==> config.mk <==
export PLATFORM = sky130hd
export DESIGN_NAME = utf8_to_utf16_decoder
export DESIGN_NICKNAME = d
export VERILOG_FILES = /design/src/hw/rtl/u2u_pkg.sv /design/src/hw/rtl/utf8_to_utf16_decoder.sv /design/src/hw/rtl/u2u_front.sv /design/src/hw/rtl/u2u_queue.sv /design/src/hw/rtl/u2u_back.sv
export SDC_FILE = /design/constraint.sdc
export NUM_CORES = 1
export LEC_CHECK = 0
export ABC_AREA = 1
export CAP_MARGIN = 20
export CORE_UTILIZATION = 55
export CTS_BUF_LIST = sky130_fd_sc_hd__clkbuf_16
export DETAILED_ROUTE_END_ITERATION = 8
export DONT_BUFFER_PORTS = 1
export PLACE_DENSITY = 0.75
export REMOVE_ABC_BUFFERS = 1
export SLEW_MARGIN = 20
export SYNTH_ARGS = -nofsm -noshare
export SYNTH_HDL_FRONTEND = slang
export SYNTH_SLANG_ARGS = --single-unit
export TNS_END_PERCENT = 10
==> constraint.sdc <==
create_clock -name clk -period 2.4 [get_ports clk]
set_input_delay 0.48 -clock clk [delete_from_list [all_inputs] [get_ports clk]]
set_output_delay 0.48 -clock clk [all_outputs]
set_load 0.005 [all_outputs]
==> src/hw/rtl/u2u_pkg.sv <==
// Shared types and constants for the UTF-8 to 16-bit code unit decoder.
// Depends on nothing; every other RTL file imports it.
`default_nettype none

package u2u_pkg;

    // Byte classes as seen by the front end, before any sequence state
    typedef enum logic [1:0] {
        KIND_ASCII = 2'd0,  // 0xxxxxxx
        KIND_LEAD2 = 2'd1,  // 110xxxxx
        KIND_LEAD3 = 2'd2,  // 1110xxxx
        KIND_OTHER = 2'd3   // continuation or four-byte and longer lead
    } kind_t;

    // One classified item travelling from front to back
    typedef struct packed {
        kind_t      kind;
        logic [7:0] data;
        logic       last_byte;
    } item_t;

    // Bit patterns for classification
    localparam logic [7:0] CONT_MASK  = 8'b1000_0000;
    localparam logic [7:0] LEAD2_MASK = 8'b1110_0000;
    localparam logic [7:0] LEAD2_TAG  = 8'b1100_0000;
    localparam logic [7:0] LEAD3_MASK = 8'b1111_0000;
    localparam logic [7:0] LEAD3_TAG  = 8'b1110_0000;
    localparam logic [7:0] LEAD2_BITS = 8'b0001_1111;
    localparam logic [7:0] LEAD3_BITS = 8'b0000_1111;
    localparam logic [7:0] PAY_BITS   = 8'b0011_1111;

    localparam int PEND_W = 2;
    localparam int PART_W = 10;
    localparam int CODE_W = 16;

    // Queue between front and back (depth must be a power of two)
    localparam int QDEPTH = 2;
    localparam int QPTR_W = $clog2(QDEPTH);
    localparam int QCNT_W = $clog2(QDEPTH + 1);

endpackage

`default_nettype wire

==> src/hw/rtl/utf8_to_utf16_decoder.sv <==
// UTF-8 to 16-bit code unit decoder (basic multilingual plane), top level.
// Depends on u2u_pkg, u2u_front, u2u_queue and u2u_back.
//
// Accepts one UTF-8 byte per cycle on data_valid/data_ready while the queue
// has room, with final_byte marking the last byte of a string, and returns
// one 16-bit code unit per complete sequence on code_valid/code_ready. The
// sustained rate is one byte per cycle while code_ready is held high, as the
// back end steps its sequence state on every popped byte. The completing
// byte waits in a two-entry queue between the classifying front end and the
// back end, which holds its result in an output register, so up to two more
// bytes are taken while a result waits. Continuations are not validated;
// stray continuation bytes and four-byte leads produce nothing, and a
// sequence cut short by the final byte is dropped.
`default_nettype none

module utf8_to_utf16_decoder
    import u2u_pkg::*;
(
    input  wire logic              clk,
    input  wire logic              rst_n,
    input  wire logic              data_valid,
    output logic                   data_ready,
    input  wire logic [7:0]        data_byte,
    input  wire logic              final_byte,
    output logic                   code_valid,
    input  wire logic              code_ready,
    output logic [CODE_W-1:0]      code_unit
);

    logic  q_full;
    logic  push;
    item_t push_item;
    logic  pop;
    logic  q_valid;
    item_t q_item;

    u2u_front u_front (
        .data_valid (data_valid),
        .data_ready (data_ready),
        .data_byte  (data_byte),
        .final_byte (final_byte),
        .q_full     (q_full),
        .push       (push),
        .push_item  (push_item)
    );

    u2u_queue u_queue (
        .clk       (clk),
        .rst_n     (rst_n),
        .push      (push),
        .push_item (push_item),
        .full      (q_full),
        .pop       (pop),
        .q_valid   (q_valid),
        .q_item    (q_item)
    );

    u2u_back u_back (
        .clk        (clk),
        .rst_n      (rst_n),
        .q_valid    (q_valid),
        .q_item     (q_item),
        .pop        (pop),
        .code_valid (code_valid),
        .code_ready (code_ready),
        .code_unit  (code_unit)
    );

endmodule

`default_nettype wire

==> src/hw/rtl/u2u_front.sv <==
// Front end: input handshake and byte classification.
// Depends on u2u_pkg; feeds u2u_queue.
`default_nettype none

module u2u_front
    import u2u_pkg::*;
(
    input  wire logic       data_valid,
    output logic            data_ready,
    input  wire logic [7:0] data_byte,
    input  wire logic       final_byte,
    input  wire logic       q_full,
    output logic            push,
    output item_t           push_item
);

    kind_t kind;

    // Classify the byte by its leading bits
    always_comb
    begin
        if ((data_byte & CONT_MASK) == 8'h00)
        begin
            kind = KIND_ASCII;
        end
        else if ((data_byte & LEAD2_MASK) == LEAD2_TAG)
        begin
            kind = KIND_LEAD2;
        end
        else if ((data_byte & LEAD3_MASK) == LEAD3_TAG)
        begin
            kind = KIND_LEAD3;
        end
        else
        begin
            kind = KIND_OTHER;
        end
    end

    // Take an item whenever the queue has room
    assign data_ready          = !q_full;
    assign push                = data_valid && !q_full;
    assign push_item.kind      = kind;
    assign push_item.data      = data_byte;
    assign push_item.last_byte = final_byte;

endmodule

`default_nettype wire

==> src/hw/rtl/u2u_queue.sv <==
// Small flop-based queue of classified items between front and back.
// Depends on u2u_pkg; read side is fall-through.
`default_nettype none

module u2u_queue
    import u2u_pkg::*;
(
    input  wire logic  clk,
    input  wire logic  rst_n,
    input  wire logic  push,
    input  wire item_t push_item,
    output logic       full,
    input  wire logic  pop,
    output logic       q_valid,
    output item_t      q_item
);

    item_t              entries_reg [QDEPTH];
    logic [QPTR_W-1:0]  wr_ptr_reg;
    logic [QPTR_W-1:0]  wr_ptr_next;
    logic [QPTR_W-1:0]  rd_ptr_reg;
    logic [QPTR_W-1:0]  rd_ptr_next;
    logic [QCNT_W-1:0]  count_reg;
    logic [QCNT_W-1:0]  count_next;

    assign full    = (count_reg == QCNT_W'(QDEPTH));
    assign q_valid = (count_reg != '0);
    assign q_item  = entries_reg[rd_ptr_reg];

    // Advance pointers and count
    always_comb
    begin
        wr_ptr_next = push ? wr_ptr_reg + 1'b1 : wr_ptr_reg;
        rd_ptr_next = pop  ? rd_ptr_reg + 1'b1 : rd_ptr_reg;
        count_next  = count_reg;
        if (push && !pop)
        begin
            count_next = count_reg + 1'b1;
        end
        else if (pop && !push)
        begin
            count_next = count_reg - 1'b1;
        end
    end

    always_ff @(posedge clk or negedge rst_n)
    begin
        if (!rst_n)
        begin
            wr_ptr_reg <= '0;
            rd_ptr_reg <= '0;
            count_reg  <= '0;
        end
        else
        begin
            wr_ptr_reg <= wr_ptr_next;
            rd_ptr_reg <= rd_ptr_next;
            count_reg  <= count_next;
        end
    end

    // Store the item; payload needs no reset
    always_ff @(posedge clk)
    begin
        if (push)
        begin
            entries_reg[wr_ptr_reg] <= push_item;
        end
    end

endmodule

`default_nettype wire

==> src/hw/rtl/u2u_back.sv <==
// Back end: sequence state, code unit assembly and output register.
// Depends on u2u_pkg; drains u2u_queue.
`default_nettype none

module u2u_back
    import u2u_pkg::*;
(
    input  wire logic         clk,
    input  wire logic         rst_n,
    input  wire logic         q_valid,
    input  wire item_t        q_item,
    output logic              pop,
    output logic              code_valid,
    input  wire logic         code_ready,
    output logic [CODE_W-1:0] code_unit
);

    logic [PEND_W-1:0] pending_reg;
    logic [PEND_W-1:0] pending_next;
    logic [PART_W-1:0] partial_reg;
    logic [PART_W-1:0] partial_next;
    logic              code_valid_reg;
    logic              code_valid_next;
    logic [CODE_W-1:0] code_unit_reg;
    logic [CODE_W-1:0] code_unit_next;
    logic              advance;
    logic              emit;
    logic [CODE_W-1:0] value;
    logic [CODE_W-1:0] joined;

    // Take the next item when the output register is free or being drained
    assign advance = !code_valid_reg || code_ready;
    assign pop     = q_valid && advance;
    assign joined  = {partial_reg, q_item.data[5:0] & PAY_BITS[5:0]};

    // Step the sequence state for the popped item
    always_comb
    begin
        emit         = 1'b0;
        value        = joined;
        pending_next = pending_reg;
        partial_next = partial_reg;
        if (pending_reg != '0)
        begin
            if (pending_reg == PEND_W'(1))
            begin
                emit         = 1'b1;
                pending_next = '0;
                partial_next = '0;
            end
            else
            begin
                pending_next = pending_reg - 1'b1;
                partial_next = joined[PART_W-1:0];
            end
        end
        else
        begin
            unique case (q_item.kind)
                KIND_ASCII:
                begin
                    emit  = 1'b1;
                    value = {8'h00, q_item.data};
                end
                KIND_LEAD2:
                begin
                    pending_next = PEND_W'(1);
                    partial_next = PART_W'(q_item.data & LEAD2_BITS);
                end
                KIND_LEAD3:
                begin
                    pending_next = PEND_W'(2);
                    partial_next = PART_W'(q_item.data & LEAD3_BITS);
                end
                default:
                begin
                    // stray continuation or long lead: drop
                end
            endcase
        end
        if (q_item.last_byte)
        begin
            pending_next = '0;
            partial_next = '0;
        end
    end

    // Load or hold the output register
    always_comb
    begin
        code_valid_next = advance ? (pop && emit) : 1'b1;
        code_unit_next  = (pop && emit) ? value : code_unit_reg;
    end

    always_ff @(posedge clk or negedge rst_n)
    begin
        if (!rst_n)
        begin
            pending_reg    <= '0;
            partial_reg    <= '0;
            code_valid_reg <= 1'b0;
        end
        else
        begin
            if (pop)
            begin
                pending_reg <= pending_next;
                partial_reg <= partial_next;
            end
            code_valid_reg <= code_valid_next;
        end
    end

    always_ff @(posedge clk)
    begin
        code_unit_reg <= code_unit_next;
    end

    assign code_valid = code_valid_reg;
    assign code_unit  = code_unit_reg;

    // A pending count of three is never produced
    a_no_pending3: assert property (@(posedge clk) disable iff (!rst_n)
        pending_reg != PEND_W'(3))
        else $error("pending count reached three");

    // Nothing gathered while no sequence is open
    a_idle_clear: assert property (@(posedge clk) disable iff (!rst_n)
        (pending_reg == '0) |-> (partial_reg == '0))
        else $error("partial value held with no sequence open");

    // The final byte of a string closes any sequence
    a_last_clears: assert property (@(posedge clk) disable iff (!rst_n)
        (pop && q_item.last_byte) |=> (pending_reg == '0))
        else $error("sequence left open after final byte");

endmodule

`default_nettype wire

==> After elaboration in Yosys (flattened, before gate mapping) <==
Memories as Yosys holds them, arrays and structs flattened.
Index checks and enable logic that the tools add are counted.
{ "totals": {"regBits": 33, "ramBits": 22, "n_memories": 1, "out_inout_bits": 18, "in_bits": 13, "elab_cells": 57} }
{ "memory_table": {"columns": ["name", "depth", "word_bits", "rd", "rd_clocked_by_memory_dff", "write_ports", "line_no", "source"], "rows": [
  ["u_queue.entries_reg", 2, 11, 1, 0, 1, "u2u_queue.sv:18", "item_t entries_reg [QDEPTH];"]
]} }
{ "classes": {"n_addsub": 5, "n_eq_ne": 6, "muxes": 21, "n_reduce_logical": 17} }
{ "op_table": {"columns": ["op", "count"], "rows": [
  ["$mux W16", 2],
  ["$mux W10", 3],
  ["$pmux W10 S2", 1],
  ["$mux W2", 7],
  ["$logic_not A8 Y1", 1],
  ["$mux W1", 7],
  ["$reduce_bool A2 Y1", 3],
  ["$logic_and A1 B1 Y1", 5],
  ["$eq A2 B1 Y1 const B", 2],
  ["$eq A2 B2 Y1 const B", 2],
  ["$eq A4 B4 Y1 const B", 1],
  ["$logic_not A1 Y1", 4],
  ["$pmux W2 S2", 1],
  ["$reduce_bool A4 Y1", 1],
  ["$sub A2 B1 Y2 const B", 2],
  ["$eq A3 B3 Y1 const B", 1],
  ["$add A1 B1 Y1 const B", 2],
  ["$add A2 B1 Y2 const B", 1],
  ["$logic_not A2 Y1", 1],
  ["$reduce_and A2 Y1", 1],
  ["$logic_or A1 B1 Y1", 1]
]} }

==> Depth between registers and ports, before layout <==
Gate-level depths: netlist of the first run.
{ "logic_depth": {"word_depth": 7, "mapped_depth": 9, "ltp_nobuf": 8} }

==> Hierarchy <==
Synthesis of the first run repeated with hierarchy kept, for this count alone.
{ "unflattened": {"cells_unflattened": 226, "area_unflattened_um2": 2533.7} }
{ "by_module_without_submodules": {"columns": ["module", "area_each_um2", "cells_per_inst", "instances", "seq_area_each_um2"], "rows": [
  ["u2u_back", 1391.3, 149, 1, 805.8],
  ["u2u_queue", 1036.0, 59, 1, 760.7],
  ["u2u_front", 106.4, 18, 1, 0.0]
]} }

==> Least setup slack after synthesis of the first run <==
No wires, ideal clock.
{ "synth_timing": {"kind": "input port to flip-flop", "from": "input port code_ready", "to": "register u_queue.count_reg[1]", "setup_slack_ns": 0.611, "setup_ns": 0.131, "stages": 8, "path_buffers": 1, "required_time_ns": 2.269, "arrival_ns": 1.659, "cell_sequence": "nor2_1 a21oi_2 buf_2 inv_1 ha_1 a21oi_1 o21ai_0 xor2_1"} }
{ "synth_via": {"elab_chain_cells": 5, "word_cells_on_any_way": 7, "classes_between": "mux (1); reduce/logical (6)"} }
{ "synth_lines": {"columns": ["item", "line_no", "source"], "rows": [
  ["from (decl)", "utf8_to_utf16_decoder.sv:26", "input wire logic code_ready,"],
  ["$logic_or A1 B1 Y1 (*)", "u2u_back.sv:32", "assign advance = !code_valid_reg || code_ready;"],
  ["$logic_and A1 B1 Y1 (*)", "u2u_back.sv:33", "assign pop = q_valid && advance;"],
  ["$logic_not A1 Y1", "u2u_queue.sv:36", "if (push && !pop)"],
  ["$logic_and A1 B1 Y1", "u2u_queue.sv:36", null],
  ["$mux W2 or $reduce_bool A2 Y1 (tied branches)", null, null],
  ["to (signal assigned)", "u2u_queue.sv:58", "count_reg <= count_next;"],
  ["to (decl)", "u2u_queue.sv:23", "logic [QCNT_W-1:0] count_reg;"]
]} }
Mark *: on every way between the ends. The rest lies on a longest branch, timed or not.
A chain may end at the register's enable or synchronous reset.

==> Worst setup path after layout of the first run <==
{ "layout_timing": {"from": "register u_queue.rd_ptr_reg", "to": "register u_back.code_unit_reg[10] (netlist: u_back.code_unit[10]), enable pin"} }
{ "layout_via": {"elab_chain_cells": 5} }
{ "layout_lines": {"columns": ["item", "line_no", "source"], "rows": [
  ["from (decl)", "u2u_queue.sv:21", "logic [QPTR_W-1:0] rd_ptr_reg;"],
  ["from (signal assigned)", "u2u_queue.sv:57", "rd_ptr_reg <= rd_ptr_next;"],
  ["$mem_v2 Z2 W11", null, null],
  ["$logic_not A2 Y1", "u2u_back.sv:59", "unique case (q_item.kind)"],
  ["$mux W1", "u2u_back.sv:59", null],
  ["$mux W1", "u2u_back.sv:43", "if (pending_reg != '0)"],
  ["$logic_and A1 B1 Y1", "u2u_back.sv:92", "code_unit_next = (pop && emit) ? value : code_unit_reg;"],
  ["to (signal assigned)", "u2u_back.sv:116", "code_unit_reg <= code_unit_next;"],
  ["to (decl)", "u2u_back.sv:24", "logic [CODE_W-1:0] code_unit_reg;"]
]} }
No other way between the ends.

==> results.py, run 1 <==
metrics = {
    "worst_setup_path": {
        "path_max_fanout": 16,
        "critPathKind": "reg -> reg",
        "critPathMaxStageDelay_ns": 0.49,
        "critical_path.top_delay_family": "buffers and inverters",
        "crit_path_end_kind": "flop",
        "worst-path-buf-inv": 3,
        "cpMaxStageDelayCell": "dfrtp_1",
        "cp-start-kind": "flop",
        "crit_arrival_ns": 1.90,
        "worstPathCellList": "inv_1, nand2_1, nand3_1, nor2_1, inv_1, nand2_1, nand2_1, inv_1",
        "cp_data_required_time_ns": 2.33,
    },
    "hold_path": {
        "min_path_type": "in -> reg",
    },
    "grt": {
        "antenna_found_initial": 0,
        "met2_usage_pct": 30.8,
        "grt_most_used_layer": "met2",
        "grt_pass1_wl_microns": 6310,
        "grtUsageTotal_pct": 19.6,
        "grt_util_met1_pct": 24.6,
        "globalRoute.totalOverflow": 0,
        "grt_pass1_vias": 1400,
        "grtUsageMet3_pct": 6.33,
        "grt_max_degree": 18,
    },
    "power_and_ir_drop": {
        "power_density_nw_per_um2": 1300,
        "power_mw": 3.37,
        "p_leak_nw": 1.18,
        "max-vdd-ir-drop_mv": 0.544,
    },
    "routing": {
        "vias": 1461,
        "drt-total-wl_microns": 3740,
        "drt-pass1-iter-count": 4,
        "routedWlPerCell_microns": 12.7,
        "antenna_left": 0,
        "avgViaCountPerCell": 4.97,
        "first_iter_violations": 58,
        "remaining_drc_errors": 0,
    },
    "cells_and_area": {
        "largest_reg_flops": 22,
        "fin_util_pct": 63.4,
        "fin_area_sq_um": 2590,
        "nets": 260,
        "drive_above_1_share_pct": 7.38,
        "fillerInstances": 332,
        "antennaDiodeCount": 0,
        "area_delta_synth_final_pct": 8.71,
    },
    "timing": {
        "slew_headroom_pct": 46.0,
        "fmax_mhz": 505,
        "slew_viol_final": 0,
        "skew_ns": 0.00622,
        "post-route-period-util_pct": 82.4,
        "hold_viol": 0,
        "finalSetupTns_ns": 0,
        "period_needed_ns": 1.98,
        "finalSetupViolCount": 0,
        "fin_hold_ws_ns": 0.285,
        "rsz0062_at_grt": "false",
        "worstMarginPinSlew_ns": 0.807,
    },
    "floorplan": {
        "row_count": 23,
        "fp.dieArea_sq_um": 4600,
        "die_w_microns": 67.8,
        "start_util_pct": 58.3,
        "ios": 31,
        "core_area_sq_um": 4090,
        "die_h_microns": 67.8,
    },
    "synthesis": {
        "synthDistinctLibCells": 21,
        "synth_seq_cells": 55,
        "yosys_warnings": 0,
        "yosysSeqAreaShare_pct": 65.7,
        "syn_inst": 236,
        "synth_area_sq_um": 2380,
        "syn_area_per_cell_sq_um": 10.1,
    },
    "clock_tree": {
        "tritoncts": "built",
        "cts_made_buffers": 5,
        "clock_sinks": 55,
        "clock_latency_ns": 0.29,
        "cts_resized": 0,
        "root_buffer": "clkbuf_16",
        "htree_num_levels": 2,
        "clkSlewWorstSetupHoldPaths_ns": 0.06,
        "cts.path.max_buffers": 2,
    },
    "placement": {
        "hpwl_microns": 2610,
        "io_buffers": 0,
        "placed_cell_area_sq_um": 2440,
        "place.gp.congestion": 0.827,
    },
    "outcome": {
        "run_status": "finished clean",
    },
    "run": {
        "maxCapViolCount": 0,
    },
}
## cell usage in the layout, fill, tap and decap left out, types with 3 or more instances in the layout
cell type  count
nand3_1       14
clkbuf_16      5
inv_1         41
nand2_1       62
ha_1           4
a21oi_1        3
edfxtp_1      38
dfrtp_1       17
o21ai_0       10
nor2_1        30
buf_4          5
## synthesized netlist by cell type
cell | number | area [sq um]
nand2_1 | 62 | 233
inv_1 | 40 | 150
edfxtp_1 | 38 | 1140
nor2_1 | 30 | 113
dfrtp_1 | 17 | 425
nand3_1 | 14 | 70.1
o21ai_0 | 10 | 50.1
ha_1 | 4 | 50.1
a21oi_1 | 3 | 15.0
buf_4 | 3 | 22.5
buf_2 | 2 | 10.0
o211ai_1 | 2 | 15.0
or2_2 | 2 | 12.5
xor2_1 | 2 | 17.5
a21oi_2 | 1 | 8.76
buf_6 | 1 | 11.3
nand2_2 | 1 | 6.26
nand3_2 | 1 | 10.0
nand3b_1 | 1 | 7.51
nor2_2 | 1 | 6.26
xnor2_1 | 1 | 8.76
## path summary, 6_finish.rpt
kind / to / from / slack, ns / depth (start not counted)
max in group asynchronous: u_back.pending_reg[0] / rst_n / 1.17 / 1
min in group asynchronous: u_back.partial_reg[0] / rst_n / 0.73 / 1
worst max register to register: u_back.code_unit[10] / u_queue.rd_ptr_reg / 0.42 / 8
worst min register to register: u_back.partial_reg[6] / u_back.partial_reg[6] / 0.47 / 2
worst max-delay path: u_back.code_unit[10] / u_queue.rd_ptr_reg / 0.42 / 8
worst min-delay path: u_queue.entries_reg[1][3] / data_byte[2] / 0.28 / 0
## per-stage QoR
stage               cells  setup slack, ns
floorplan             230           0.0714
global placement      285            0.509
CTS                   294            0.387
detailed placement    285            0.393
global route          294            0.210
finish                294            0.421
## where the power goes
part	total, mW	internal (mW)	switching, mW	leakage [nW]
sequential	1.56	1.41	0.149	0.576
clock	0.683	0.381	0.302	0.0710
combinational	1.13	0.350	0.778	0.537
total	3.37	2.14	1.23	1.18
## worst reg2reg max path, stage by stage (launching register included)
cell and delay (ns):
dfrtp_1 0.49, inv_1 0.19, nand2_1 0.11, nand3_1 0.08, nor2_1 0.14, inv_1 0.05, nand2_1 0.05, nand2_1 0.06
inv_1 0.44
## what timing repair did
item                                   4_1_cts  5_1_grt
setup buffers                                0        0
setup endpoints to repair                    0        0
hold buffers                                 1        0
endpoints found under the hold margin       17        0
## routing by layer
layer / wire length [microns] / up-vias / part of all wire [%]
met5: 0 / - / 0
met3: 191 / 6 / 5.1
met4: 61 / 0 / 1.6
li1: - / 756 / -
met2: 1820 / 37 / 49
met1: 1660 / 662 / 44
## area by class of cell
cell class                      count  area, sq um  area share [%]
Sequential cell                    55         1570            60.5
Multi-Input combinational cell    135          623            24.0
Timing Repair Buffer                6         47.5            1.83
Clock inverter                      3         16.3           0.628
Clock buffer                        5          125            4.83
Tap cell                           50         62.6            2.41
Inverter                           40          150            5.79
## logic make-up after synthesis
kind of cell	Yosys count	synth area share, %
simple gates	112	19.2
flops	55	65.7
buf+inv	46	8.14
compound gates	16	3.73
fa+ha+maj	4	2.10
xor+xnor	3	1.10
(Power assumes the default switching activity.)
==> run 2, diff against run 1 <==
Settings changed: ABC_AREA 1 to 0.
Clock period 2.4 ns to 2.1 ns, I/O delays scaled along.
==> run 2 against run 1 <==
Clock skew up 0.0029 ns. Utilization up 1.5 points. Critical endpoint is now u_back.partial_reg[9]. Fmax up 1.7%. Count of clock-buffer cells in the layout unchanged. Sequential share of layout area up 3.6 points. Die area down 6.2%. Critical path depth down 2. Wire length down 0.96%. Critical path type unchanged. Combinational power down 4%. Sequential cell count unchanged.
==> results.py, run 2 <==
metrics = {
    "outcome": {
        "run_status": "finished clean",
    },
    "grt": {
        "grt_max_degree": 19,
        "antenna_found_initial": 0,
        "grtUsageTotal_pct": 20.6,
        "globalRoute.totalOverflow": 0,
        "grt_pass1_vias": 1221,
        "grt_pass1_wl_microns": 6150,
    },
    "routing": {
        "avgViaCountPerCell": 5.79,
        "routedWlPerCell_microns": 18.8,
        "vias": 1140,
        "drt-pass1-iter-count": 4,
        "remaining_drc_errors": 0,
        "first_iter_violations": 71,
        "antenna_left": 0,
        "drt-total-wl_microns": 3700,
    },
    "synthesis": {
        "syn_inst": 140,
        "synthTopCellsByArea": "edfxtp_1, dfrtp_1, mux2_2",
        "synth_edf_count": 38,
        "async_reset_ff_share_pct": 30.9,
        "syn_area_per_cell_sq_um": 15.9,
        "yosysSeqAreaShare_pct": 70.2,
        "synth_most_common_cell": "edfxtp_1",
        "synthDistinctLibCells": 36,
        "synth_common_cells": "edfxtp_1, dfrtp_1, and2_1",
        "yosys_warnings": 0,
        "yosysTopAreaCell": "edfxtp_1",
        "synth_top_area_share_pct": 51.1,
        "synth_area_sq_um": 2230,
        "synth_seq_cells": 55,
        "synth_ff_type": "edfxtp_1",
    },
    "cells_and_area": {
        "fillerInstances": 248,
        "ff_latch_area_sq_um": 1570,
        "area_delta_synth_final_pct": 9.64,
        "multi_input_area_sq_um": 608,
        "antennaDiodeCount": 0,
        "final_cell_mix": "edfxtp_1, dfrtp_1, and2_1",
        "drive_above_1_share_pct": 15.4,
        "layout_commonest_cell": "edfxtp_1",
        "largest_reg_flops": 22,
        "nets": 165,
    },
    "timing": {
        "fin_hold_ws_ns": 0.222,
        "fmax_mhz": 514,
        "finalSetupViolCount": 0,
        "rsz0062_at_grt": "false",
        "finalSetupTns_ns": 0,
        "period_needed_ns": 1.94,
        "worstMarginPinSlew_ns": 0.760,
        "skew_ns": 0.00915,
        "hold_viol": 0,
        "slew_headroom_pct": 49.1,
        "slew_viol_final": 0,
        "post-route-period-util_pct": 92.6,
    },
    "floorplan": {
        "die_w_microns": 65.7,
        "core_area_sq_um": 3770,
        "die_h_microns": 65.7,
        "start_util_pct": 59.2,
        "fp.dieArea_sq_um": 4320,
        "ios": 31,
        "row_count": 22,
    },
    "clock_tree": {
        "htree_num_levels": 2,
        "clkSlewWorstSetupHoldPaths_ns": 0.07,
        "cts_made_buffers": 5,
        "cts.path.max_buffers": 2,
        "clock_latency_ns": 0.29,
        "cts_resized": 0,
        "root_buffer": "clkbuf_16",
        "tritoncts": "built",
        "clock_sinks": 55,
    },
    "power_and_ir_drop": {
        "power_mw": 3.65,
        "power_density_nw_per_um2": 1490,
        "p_leak_nw": 0.943,
        "max-vdd-ir-drop_mv": 0.594,
    },
    "worst_setup_path": {
        "cp-start-kind": "flop",
        "critPathMaxStageDelay_ns": 0.41,
        "crit_arrival_ns": 2.12,
        "worstPathCellList": "inv_1, ha_1, nor3b_1, a22oi_2, nand2_1, a22o_1",
        "worst-path-buf-inv": 1,
        "critPathKind": "reg -> reg",
        "crit_path_end_kind": "flop",
        "critical_path.top_delay_family": "compound AO/OA/AOI/OAI gates",
        "path_max_fanout": 11,
        "cp_data_required_time_ns": 2.28,
        "cpMaxStageDelayCell": "dfrtp_1",
    },
    "placement": {
        "io_buffers": 0,
        "place.gp.congestion": 0.814,
        "hpwl_microns": 2530,
    },
    "run": {
        "maxCapViolCount": 0,
    },
    "hold_path": {
        "min_path_type": "in -> reg",
    },
}
[run 2: changes by cell type in the layout (fill, tap and decap cells not counted), sizes merged, moves of 7 or more]
cell / previous run / this run
and2: 0 / 8
inv: 41 / 9
mux2: 0 / 7
nand2: 63 / 7
nand3: 15 / 1
nor2: 31 / 2
[run 2: logic make-up (layout without fill, tap and decap cells)]
family / Yosys count / count (layout) / share of synthesized area, %
AOI/OAI and AO/OA: 23 / 23 / 8.74
xor gates and xnor gates: 7 / 7 / 2.75
adders and majority gates: 4 / 4 / 2.24
buffers and inverters: 11 / 20 / 2.58
DFF: 55 / 55 / 70.2
muxes: 9 / 9 / 4.43
and+or+nand+nor: 31 / 31 / 9.08
[run 2: worst paths after layout]
| check | startpoint | to | slack [ns] | cells past startpoint |
|---|---|---|---|---|
| worst max-delay path | u_back.pending_reg[0] | u_back.partial_reg[9] | 0.16 | 6 |
| worst min-delay path | data_byte[1] | u_queue.entries_reg[1][2] | 0.22 | 0 |
| worst max register to register | u_back.pending_reg[0] | u_back.partial_reg[9] | 0.16 | 6 |
| worst min register to register | u_queue.wr_ptr_reg | u_queue.wr_ptr_reg | 0.49 | 1 |
| max in group asynchronous | rst_n | u_queue.rd_ptr_reg | 0.98 | 1 |
| min in group asynchronous | rst_n | u_queue.count_reg[0] | 0.65 | 1 |
[run 2: through the flow]
step                      utilization, %  setup slack [ns]  instances  cell area, sq um
after floorplan                        -             0.162        136              2200
after global placement              60.7             0.311        188              2290
after detailed placement            60.7             0.168        188              2290
after CTS                           64.9             0.159        197              2450
after global routing                64.9            0.0566        197              2450
final                               64.9             0.155        197              2450
[run 2: layer usage]
layer | vias to the layer above | routed length [microns] | global-route usage [%]
met5 | - | 0 | 0
met4 | 0 | 35 | 9.51
met3 | 2 | 141 | 5.90
met2 | 33 | 1940 | 33.2
met1 | 569 | 1590 | 25.4
li1 | 536 | - | -
[run 2: worst reg2reg max path, stage by stage (launching register included)]
cell	delay, ns
dfrtp_1	0.41
inv_1	0.09
ha_1	0.34
nor3b_1	0.21
a22oi_2	0.22
nand2_1	0.26
a22o_1	0.31
[run 2: layout make-up]
class                           instances  area share [%]
Tap cell                               48            2.45
Timing Repair Buffer                    5            1.64
Clock inverter                          3           0.869
Multi-Input combinational cell         74            24.8
Inverter                                7            1.07
Clock buffer                            5            5.11
Sequential cell                        55            64.0
[run 2: repair_timing]
item	4_1_cts	5_1_grt
hold endpoints to repair	17	0
hold buffers	1	0
buffers inserted	0	0
[run 2: report_power, final]
group          internal, mW  leakage, nW  switching, mW
clock                 0.444       0.0756          0.363
combinational         0.464        0.290          0.622
sequential             1.57        0.577          0.188
total                  2.48        0.943           1.17
